--- src/key_value_text_parser_top_assert.svh ---
// Assertion macros for the key=value text parser.
// Used by key_value_text_parser_top; no other dependencies.
`ifndef KEY_VALUE_TEXT_PARSER_TOP_ASSERT_SVH
`define KEY_VALUE_TEXT_PARSER_TOP_ASSERT_SVH
`ifndef NO_ASSERTIONS
// Checks a property on every rising clock edge outside reset.
`define KVTP_ASSERT(label, prop) \
    label: assert property (@(posedge clk) disable iff (!rst_n) (prop)) \
        else $error("kvtp assertion failed");
// Checks that an antecedent in one cycle implies a consequent in the next.
`define KVTP_ASSERT_NEXT(label, ante, cons) \
    label: assert property (@(posedge clk) disable iff (!rst_n) (ante) |=> (cons)) \
        else $error("kvtp assertion failed");
`else
`define KVTP_ASSERT(label, prop)
`define KVTP_ASSERT_NEXT(label, ante, cons)
`endif
`endif

--- src/kvtp_pkg.sv ---
// Shared types and constants for the key=value text parser.
// Used by kvtp_step and key_value_text_parser_top; no dependencies.
package kvtp_pkg;

    // Parse phases, one-hot.
    typedef enum logic [4:0] {
        PH_SKIP  = 5'b00001,
        PH_KEY   = 5'b00010,
        PH_GAP   = 5'b00100,
        PH_VSKIP = 5'b01000,
        PH_VALUE = 5'b10000
    } phase_t;

    // Token kinds.
    localparam logic [1:0] TK_NONE  = 2'd0;
    localparam logic [1:0] TK_KEY   = 2'd1;
    localparam logic [1:0] TK_VALUE = 2'd2;

    // Pair status codes.
    localparam logic [1:0] PS_VALID  = 2'd0;
    localparam logic [1:0] PS_ODD    = 2'd1;
    localparam logic [1:0] PS_NONHEX = 2'd2;

    // Fatal error codes.
    localparam logic [2:0] FE_NONE    = 3'd0;
    localparam logic [2:0] FE_BADCHAR = 3'd1;
    localparam logic [2:0] FE_TRUNC   = 3'd2;
    localparam logic [2:0] FE_BADPAIR = 3'd3;
    localparam logic [2:0] FE_EMPTY   = 3'd4;
    localparam logic [2:0] FE_NOVALUE = 3'd5;

    // Characters of interest.
    localparam logic [7:0] CH_NUL   = 8'h00;
    localparam logic [7:0] CH_TAB   = 8'h09;
    localparam logic [7:0] CH_LF    = 8'h0A;
    localparam logic [7:0] CH_CR    = 8'h0D;
    localparam logic [7:0] CH_SPACE = 8'h20;
    localparam logic [7:0] CH_COMMA = 8'h2C;
    localparam logic [7:0] CH_EQUAL = 8'h3D;
    localparam logic [7:0] CH_UNDER = 8'h5F;
    localparam logic [7:0] CASE_BIT = 8'h20;

    // Parser state carried from byte to byte.
    typedef struct packed {
        phase_t phase;
        logic   value_odd;
        logic   value_nonhex;
        logic   value_cut;
        logic   stopped;
    } state_t;

    localparam state_t STATE_RESET = '{
        phase: PH_SKIP, value_odd: 1'b0, value_nonhex: 1'b0,
        value_cut: 1'b0, stopped: 1'b0
    };

    // One result item.
    typedef struct packed {
        logic [1:0] token_kind;
        logic [7:0] token_char;
        logic       key_complete;
        logic       pair_complete;
        logic [1:0] pair_status;
        logic [2:0] fatal_error;
        logic       halted;
    } result_t;

endpackage

--- src/kvtp_step.sv ---
// Combinational step of the key=value text parser: one byte in, next state
// and one result out. Depends on kvtp_pkg.
module kvtp_step
(
    input  kvtp_pkg::state_t  cur_state,
    input  logic [7:0]        text_byte,
    input  logic              final_byte,
    output kvtp_pkg::state_t  next_state,
    output kvtp_pkg::result_t result
);

    logic blank;
    logic line_end;
    logic delim;
    logic upper;
    logic key_char;
    logic hex_char;
    logic first;
    logic value_byte;
    logic value_end;

    // Character classes.
    assign blank    = (text_byte == kvtp_pkg::CH_SPACE) || (text_byte == kvtp_pkg::CH_TAB);
    assign line_end = (text_byte == kvtp_pkg::CH_LF) || (text_byte == kvtp_pkg::CH_CR);
    assign delim    = (text_byte == kvtp_pkg::CH_EQUAL) || (text_byte == kvtp_pkg::CH_COMMA);
    assign upper    = (text_byte >= 8'h41) && (text_byte <= 8'h5A);
    assign key_char = (text_byte == kvtp_pkg::CH_UNDER)
                   || ((text_byte >= 8'h30) && (text_byte <= 8'h39))
                   || ((text_byte >= 8'h61) && (text_byte <= 8'h7A));
    assign hex_char = ((text_byte >= 8'h30) && (text_byte <= 8'h39))
                   || ((text_byte >= 8'h61) && (text_byte <= 8'h66))
                   || ((text_byte >= 8'h41) && (text_byte <= 8'h46));

    // Phase transitions, token generation and value bookkeeping.
    always_comb
    begin
        next_state = cur_state;
        result     = '0;
        first      = 1'b0;
        value_byte = 1'b0;
        value_end  = 1'b0;

        if (!cur_state.stopped)
        begin
            unique case (cur_state.phase)
                kvtp_pkg::PH_GAP:
                begin
                    if (blank)
                    begin
                        if (final_byte)
                            result.fatal_error = kvtp_pkg::FE_BADPAIR;
                    end
                    else if (delim)
                    begin
                        result.key_complete = 1'b1;
                        next_state.phase    = kvtp_pkg::PH_VSKIP;
                        if (final_byte)
                            result.fatal_error = kvtp_pkg::FE_NOVALUE;
                    end
                    else
                    begin
                        result.fatal_error = kvtp_pkg::FE_BADPAIR;
                    end
                end
                kvtp_pkg::PH_VSKIP:
                begin
                    if (blank)
                    begin
                        if (final_byte)
                            result.fatal_error = kvtp_pkg::FE_NOVALUE;
                    end
                    else
                    begin
                        value_byte = 1'b1;
                    end
                end
                kvtp_pkg::PH_VALUE:
                begin
                    value_byte = 1'b1;
                end
                default:
                begin
                    // Key phase, and skipping before a key for any other code.
                    first = (cur_state.phase != kvtp_pkg::PH_KEY);
                    if (!(first && (line_end || blank || (text_byte == kvtp_pkg::CH_NUL))))
                    begin
                        if (blank)
                        begin
                            next_state.phase = kvtp_pkg::PH_GAP;
                            if (final_byte)
                                result.fatal_error = kvtp_pkg::FE_BADPAIR;
                        end
                        else if (delim)
                        begin
                            result.key_complete = 1'b1;
                            if (first)
                                result.fatal_error = kvtp_pkg::FE_EMPTY;
                            else
                            begin
                                next_state.phase = kvtp_pkg::PH_VSKIP;
                                if (final_byte)
                                    result.fatal_error = kvtp_pkg::FE_NOVALUE;
                            end
                        end
                        else if (upper || key_char)
                        begin
                            result.token_kind = kvtp_pkg::TK_KEY;
                            result.token_char = upper ? (text_byte | kvtp_pkg::CASE_BIT)
                                                      : text_byte;
                            next_state.phase  = kvtp_pkg::PH_KEY;
                            if (final_byte)
                                result.fatal_error = kvtp_pkg::FE_TRUNC;
                        end
                        else
                        begin
                            result.fatal_error = kvtp_pkg::FE_BADCHAR;
                        end
                    end
                end
            endcase

            // Value characters: count, classify and detect the end.
            if (value_byte)
            begin
                if (line_end || blank)
                begin
                    value_end = 1'b1;
                end
                else
                begin
                    next_state.phase = kvtp_pkg::PH_VALUE;
                    if (!cur_state.value_cut)
                    begin
                        if (text_byte == kvtp_pkg::CH_NUL)
                            next_state.value_cut = 1'b1;
                        else
                        begin
                            result.token_kind      = kvtp_pkg::TK_VALUE;
                            result.token_char      = text_byte;
                            next_state.value_odd   = ~cur_state.value_odd;
                            next_state.value_nonhex = cur_state.value_nonhex | ~hex_char;
                        end
                    end
                    value_end = final_byte;
                end
                if (value_end)
                begin
                    result.pair_complete = 1'b1;
                    if (next_state.value_odd)
                        result.pair_status = kvtp_pkg::PS_ODD;
                    else if (next_state.value_nonhex)
                        result.pair_status = kvtp_pkg::PS_NONHEX;
                    else
                        result.pair_status = kvtp_pkg::PS_VALID;
                    next_state.value_odd    = 1'b0;
                    next_state.value_nonhex = 1'b0;
                    next_state.value_cut    = 1'b0;
                    next_state.phase        = kvtp_pkg::PH_SKIP;
                end
            end

            if (result.fatal_error != kvtp_pkg::FE_NONE)
                next_state.stopped = 1'b1;
        end

        result.halted = next_state.stopped;

        // The last byte of a file returns the parser to its start.
        if (final_byte)
            next_state = kvtp_pkg::STATE_RESET;
    end

endmodule

--- src/key_value_text_parser_top.sv ---
// Top level of the key=value text parser: input register, parse step, result
// register. Depends on kvtp_pkg, kvtp_step and key_value_text_parser_top_assert.svh.
//
//  Channel  Direction  Handshake           Payload
//  in       to block   in_valid/in_stall   text_byte, final_byte
//  out      from block out_valid/out_stall token_kind .. halted
//
// One byte is accepted per cycle while in_stall is low; its result is offered once the
// byte moves from the input register into the result register.
// The parser state advances as a byte moves from the input register into the
// result register. Reset clears the parser state and both valid flags.
// A stall on the output holds the result register, and the input register
// then stalls the input only once it is itself occupied.
`include "key_value_text_parser_top_assert.svh"

module key_value_text_parser_top
(
    input  logic       clk,
    input  logic       rst_n,
    input  logic       in_valid,
    output logic       in_stall,
    input  logic [7:0] text_byte,
    input  logic       final_byte,
    output logic       out_valid,
    input  logic       out_stall,
    output logic [1:0] token_kind,
    output logic [7:0] token_char,
    output logic       key_complete,
    output logic       pair_complete,
    output logic [1:0] pair_status,
    output logic [2:0] fatal_error,
    output logic       halted
);

    logic              s1_valid_reg;
    logic              s1_valid_next;
    logic [7:0]        s1_byte_reg;
    logic              s1_final_reg;
    logic              out_valid_reg;
    logic              out_valid_next;
    kvtp_pkg::state_t  state_reg;
    kvtp_pkg::state_t  state_step;
    kvtp_pkg::result_t res_reg;
    kvtp_pkg::result_t res_step;
    logic              out_load;
    logic              in_take;
    logic              advance;

    // Handshake control.
    assign out_load       = !out_valid_reg || !out_stall;
    assign in_stall       = s1_valid_reg && !out_load;
    assign in_take        = in_valid && !in_stall;
    assign advance        = s1_valid_reg && out_load;
    assign s1_valid_next  = in_take ? 1'b1 : (out_load ? 1'b0 : s1_valid_reg);
    assign out_valid_next = out_load ? s1_valid_reg : 1'b1;

    // Parse step for the byte in the input register.
    kvtp_step u_step
    (
        .cur_state  (state_reg),
        .text_byte  (s1_byte_reg),
        .final_byte (s1_final_reg),
        .next_state (state_step),
        .result     (res_step)
    );

    // Control registers.
    always_ff @(posedge clk or negedge rst_n)
    begin
        if (!rst_n)
        begin
            s1_valid_reg  <= 1'b0;
            out_valid_reg <= 1'b0;
            state_reg     <= kvtp_pkg::STATE_RESET;
        end
        else
        begin
            s1_valid_reg  <= s1_valid_next;
            out_valid_reg <= out_valid_next;
            if (advance)
                state_reg <= state_step;
        end
    end

    // Payload registers.
    always_ff @(posedge clk)
    begin
        if (in_take)
        begin
            s1_byte_reg  <= text_byte;
            s1_final_reg <= final_byte;
        end
        if (advance)
            res_reg <= res_step;
    end

    // Outputs.
    assign out_valid     = out_valid_reg;
    assign token_kind    = res_reg.token_kind;
    assign token_char    = res_reg.token_char;
    assign key_complete  = res_reg.key_complete;
    assign pair_complete = res_reg.pair_complete;
    assign pair_status   = res_reg.pair_status;
    assign fatal_error   = res_reg.fatal_error;
    assign halted        = res_reg.halted;

    // A fatal error always comes with the halted flag.
    `KVTP_ASSERT(a_fatal_halts, !out_valid_reg || res_reg.fatal_error == kvtp_pkg::FE_NONE || res_reg.halted)
    // A status is reported only together with the end of a pair.
    `KVTP_ASSERT(a_status_at_end, !out_valid_reg || res_reg.pair_complete || res_reg.pair_status == kvtp_pkg::PS_VALID)
    // A key delimiter and a pair end never share a result.
    `KVTP_ASSERT(a_kc_pc_excl, !out_valid_reg || !(res_reg.key_complete && res_reg.pair_complete))
    // A byte that moves on always leaves a valid result behind it.
    `KVTP_ASSERT_NEXT(a_advance_valid, advance, out_valid_reg)

endmodule
--- config.mk ---
export PLATFORM = sky130hd
export DESIGN_NAME = key_value_text_parser_top
export DESIGN_NICKNAME = d
export VERILOG_FILES = /design/src/kvtp_pkg.sv /design/src/kvtp_step.sv /design/src/key_value_text_parser_top.sv
export VERILOG_INCLUDE_DIRS = /design/src /design/src/src
export SDC_FILE = /design/constraint.sdc
export NUM_CORES = 1
export LEC_CHECK = 0
export BUFFER_PORTS_ARGS = -buffer_cell sky130_fd_sc_hd__buf_2
export CAP_MARGIN = 20
export CORE_AREA = 3 3 69 71
export DETAILED_ROUTE_END_ITERATION = 7
export DIE_AREA = 0 0 72 74
export PLACE_DENSITY = 0.74
export SETUP_SLACK_MARGIN = 0.5
export SLEW_MARGIN = 20
export SYNTH_ARGS = -nofsm -noshare
export SYNTH_HDL_FRONTEND = slang
export SYNTH_SLANG_ARGS = --single-unit
--- constraint.sdc ---
create_clock -name clk -period 3.5 [get_ports clk]
set_input_delay 0.35 -clock clk [delete_from_list [all_inputs] [get_ports clk]]
set_output_delay 0.35 -clock clk [all_outputs]
set_load 0.02 [all_outputs]
# After elaboration in Yosys (flattened, before gate mapping)
# Index checks and enable logic that the tools add are counted.
[op_classes]
eq_ne = 13
n_mul = 0
mux = 57
bitwise = 5
order_cmp = 8
shift = 0
div_mod_pow = 0
n_reduce_logical = 36
add_sub_neg = 0
[ops]
columns = ["op", "n"]
rows = [
  ["$mux W10", 6],
  ["$mux W8", 5],
  ["$mux W3", 12],
  ["$mux W5", 7],
  ["$le A8 B7 Y1 const B", 4],
  ["$mux W9", 3],
  ["$eq A8 B4 Y1 const B", 3],
  ["$eq A8 B6 Y1 const B", 3],
  ["$mux W11", 2],
  ["$ge A8 B7 Y1 const B", 2],
  ["$mux W1", 12],
  ["$logic_or A1 B1 Y1", 11],
  ["$mux W2", 5],
  ["$pmux W5 S2", 1],
  ["$logic_and A1 B1 Y1", 9],
  ["$pmux W3 S3", 1],
  ["$eq A8 B7 Y1 const B", 1],
  ["$ge A8 B6 Y1 const B", 1],
  ["$le A8 B6 Y1 const B", 1],
  ["$logic_not A8 Y1", 1],
  ["$mux W6", 1],
  ["$reduce_or A3 Y1", 2],
  ["$eq A5 B3 Y1 const B", 1],
  ["$eq A5 B4 Y1 const B", 1],
  ["15 further kinds", 24],
]
[totals]
inputBits = 13
out_inout_bits = 20
memories = 0
romBits = 0
wordCells = 136
regBits = 38
ram_bits = 0
latchBits = 0

# Logic depth before layout (Yosys ltp)
[logic_depth]
word_depth = 17
depth_mapped = 8
depth_no_buf = 6

# By module
# Synthesis repeated with hierarchy kept, for this count alone.
[hier_totals]
hier_cells = 201
hier_area_um2 = 2290.9
[modules_own_cells]
columns = ["mod", "area_per_inst_um2", "n_inst", "cells_each", "seq_area_each_um2"]
rows = [
  ["key_value_text_parser_top", 1275.0, 1, 54, 1087.3],
  ["kvtp_step", 1016.0, 1, 147, 0.0],
]

# Worst setup path after synthesis
# Ideal clock, no wire load.
[synth_timing]
path_kind = "register to register"
startpoint = "reg out_valid_reg (netlist: out_valid)"
endpoint = "reg state_reg[5] (netlist bit)"
n_path_buf = 0
setup_time_ns = 0.086
t_required_ns = 3.414
path_stages_with_launch = 6
slack_ns = 0.393
t_arrival_ns = 3.022
period_less_slack_ns = 3.107
cell_sequence = "dfrtp_1 a21boi_0 nor3b_1 and2b_1 o2111ai_1 a32oi_1"
[synth_via]
elab_chain_len = 4
[synth_lines]
columns = ["item", "line_no", "text"]
rows = [
  ["start, declared", "key_value_text_parser_top.sv:39", "logic out_valid_reg;"],
  ["start signal, assigned", "key_value_text_parser_top.sv:79", "out_valid_reg <= out_valid_next;"],
  ["$logic_not A1 Y1", "key_value_text_parser_top.sv:50", "assign out_load = !out_valid_reg || !out_stall;"],
  ["$logic_or A1 B1 Y1", "key_value_text_parser_top.sv:50", ""],
  ["$logic_and A1 B1 Y1", "key_value_text_parser_top.sv:53", "assign advance = s1_valid_reg && out_load;"],
  ["net advance", "key_value_text_parser_top.sv:47", "logic advance;"],
  ["$reduce_and A2 Y1 (no line)", "n/a", ""],
  ["end signal, assigned", "key_value_text_parser_top.sv:74", "state_reg <= kvtp_pkg::STATE_RESET;"],
  ["end signal, assigned", "key_value_text_parser_top.sv:81", "state_reg <= state_step;"],
  ["end, declared", "key_value_text_parser_top.sv:41", "kvtp_pkg::state_t state_reg;"],
]
# The timed path passes the listed nets, and every way through them passes these cells.
# A chain may end at the register's enable or synchronous reset.

==> impl_metrics.toml <==
[run_status]
status = "finished, final reports clean"

[synth]
synth_area_sq_mm = 0.002231
synthXorXnorAreaFrac_pct = 1.963
synth_compound_area_share_pct = 22.49
ys_types = 62
yosys.area.top_type = "edfxtp_1"
ys_async_sr_fraction_pct = 28.95
synth-simple-area-share_pct = 22.04
synth.top_cell.area_share_pct = 36.34
syn-instance-count = 218
synth-seq-cells = 38
synthAdderAreaFrac_pct = 0
synthTopCellsByCount = "edfxtp_1 (27), nor2_1 (14), a21oi_1 (13), nand2_1 (12), dfrtp_1 (10)"
synth_top_family_by_area = "compound AO/OA/AOI/OAI gates"
synth-edff-count = 27
synth_ff_type = "edfxtp_1"
syn-num-nets = 231
synthMuxAreaShare_pct = 0
ys_seq_area_share_pct = 48.74
yosys.cell_count.top_type = "edfxtp_1"
yosys-top-cells-area = "edfxtp_1 (36%), dfrtp_1 (11%), a21oi_1 (2.9%), nor2_1 (2.4%), and2_1 (2.2%)"
synth_area_per_cell_sq_um = 10.23
yosysWarnings = 0

[route]
dr_total_vias = 1862
vias_per_cell = 6.227
drc_errors = 0
first_iter_violations = 260
ant_nets = 0
first_pass_iters = 5
finalWirelength_mm = 4.898
wl_per_cell_microns = 16.38

[placement]
dp_cells = 290
dp_hpwl_mm = 3.492
portBuffers = 32
gp_congestion = 0.9068

[job]
cap_violations = 0

[finish]
utilization_pct = 57.90
n_antenna_cell = 0
area_growth_pct = 11.44
largest_reg_flops = 9
fillers = 352
instances_no_fill = 299
fin_nets = 259
layout-drive-gt1-share_pct = 23.08

[timing]
min_period_ns = 2.516
fin_crit_sh_pct = 71.87
setup_viol = 0
max_freq_mhz = 397.5
rsz0062_at_grt = "no"
worstMarginPinSlew_ns = 0.7123
setup-tns-final_ns = 0
relSlewSlack_pct = 52.41
finalClockSkew_ns = 0.009834
fin_hold_ws_ns = 0.2233
drv_slew = 0
hold_viol = 0

[clocking]
clkSlewWorstSetupHoldPaths_ns = 0.08
cts_tree = "built"
insertion_delay_ns = 0.30
clkSinkCount = 38
clk_path_buf_depth = 2
clockRootBuffer = "clkbuf_8"
htree_num_levels = 2
cts-resized-gates = 0
cts_made_buffers = 5

[setup_path]
worstSetupPathType = "reg -> reg"
cp_max_fo = 13
start_kind = "flip-flop"
endpoint_kind = "flip-flop"
arrival_ns = 2.56
required_ns = 3.54

[floorplanning]
row_count = 24
die_h_microns = 74
initial_utilization_pct = 51.95
dieArea_sq_mm = 0.005328
core_area_sq_mm = 0.004294
fp.dieW_microns = 72
ios = 33

[power]
finalPower_uw = 1034
irDropWorstVdd_uv = 257.4
p_per_area_mw_per_mm2 = 415.9
p_leak_uw = 0.001023

[min_path]
hp-class = "in -> reg"

[grt]
antenna_found_initial = 0
grt_max_degree = 24
overflow = 0
grt_pass1_wl_mm = 7.955
grt_usage_pct = 19.51
grt_pass1_vias = 1612
## path summary, 6_finish.rpt
check	endpoint	depth (start not counted)	startpoint	slack [ns]
worst max register to register	halted	6	s1_byte_reg[1]	0.98
min in group asynchronous	state_reg[7]	2	rst_n	0.45
worst min-delay path	s1_byte_reg[6]	1	text_byte[6]	0.22
worst min register to register	out_valid	1	s1_valid_reg	0.49
worst max-delay path	halted	6	s1_byte_reg[1]	0.98
max in group asynchronous	state_reg[4]	2	rst_n	2.79
## cell families after synthesis
kind of cell    after synthesis
buf+inv                      22
flops                        38
simple gates                 84
compound gates               69
xor+xnor                      5
## cell usage in the layout, fill, tap and decap left out, drive strengths merged, types with 2 or more instances in the layout
cell / synthesis / routed
a21oi: 16 / 16
or4: 3 / 3
o2111ai: 2 / 2
o22a: 2 / 2
edfxtp: 27 / 27
or3: 5 / 5
and2: 8 / 8
o21ai: 12 / 12
o211a: 3 / 3
nand3: 6 / 6
a31oi: 5 / 5
o211ai: 4 / 4
a21o: 3 / 3
or2: 5 / 5
nor2b: 5 / 5
nand2: 12 / 12
inv: 9 / 9
a211oi: 3 / 3
nand2b: 3 / 3
nor3b: 5 / 5
nand4: 3 / 3
nor3: 6 / 6
clkbuf: 6 / 6
a22oi: 2 / 2
o21bai: 3 / 3
o22ai: 2 / 2
nor2: 15 / 15
xor2: 4 / 4
clkinv: 0 / 2
o221ai: 2 / 2
buf: 7 / 33
and3: 2 / 2
and3b: 2 / 2
dfrtp: 10 / 10
## where the power goes
| group | switching [uW] | total, uW | internal, uW |
|---|---|---|---|
| clock network | 154 | 290 | 137 |
| logic | 107 | 172 | 64.6 |
| registers | 44.2 | 572 | 527 |
| total | 305 | 1030 | 729 |
## metal layers
| layer | part of all wire, % | GRT usage [%] | up-vias |
|---|---|---|---|
| li1 | - | - | 879 |
| met1 | 44 | 26.94 | 872 |
| met2 | 46 | 29.59 | 97 |
| met3 | 8.2 | 4.730 | 14 |
| met4 | 1.9 | 8.351 | 0 |
| met5 | 0 | 0 | - |
## through the flow
stage	setup slack (ns)	cell area (sq um)
after floorplan	0.9567	2231
after global placement	1.024	2395
after detailed placement	1.020	2395
after CTS	1.011	2486
after global routing	0.8437	2486
final	0.9845	2486
## worst max-delay path: stages, from the launching register on
cell      delay, ns
edfxtp_1       0.58
or4_4          0.62
or3_1          0.37
nand3_1        0.22
a211oi_1       0.14
a22oi_1        0.24
nand3_1        0.10
## layout make-up
class | instances | area [sq um] | share of cell area [%]
Clock inverter | 2 | 8.758 | 0.3523
Multi-Input combinational cell | 158 | 1041 | 41.87
Inverter | 9 | 33.78 | 1.359
Clock buffer | 6 | 72.57 | 2.919
Sequential cell | 38 | 1087 | 43.73
Timing Repair Buffer | 34 | 177.7 | 7.146
Tap cell | 52 | 65.06 | 2.617
## repair_timing
item / CTS / global route
hold endpoints to repair: 10 / 0
hold buffers: 1 / 0
setup buffers: 0 / 0
(Power assumes the default switching activity.)
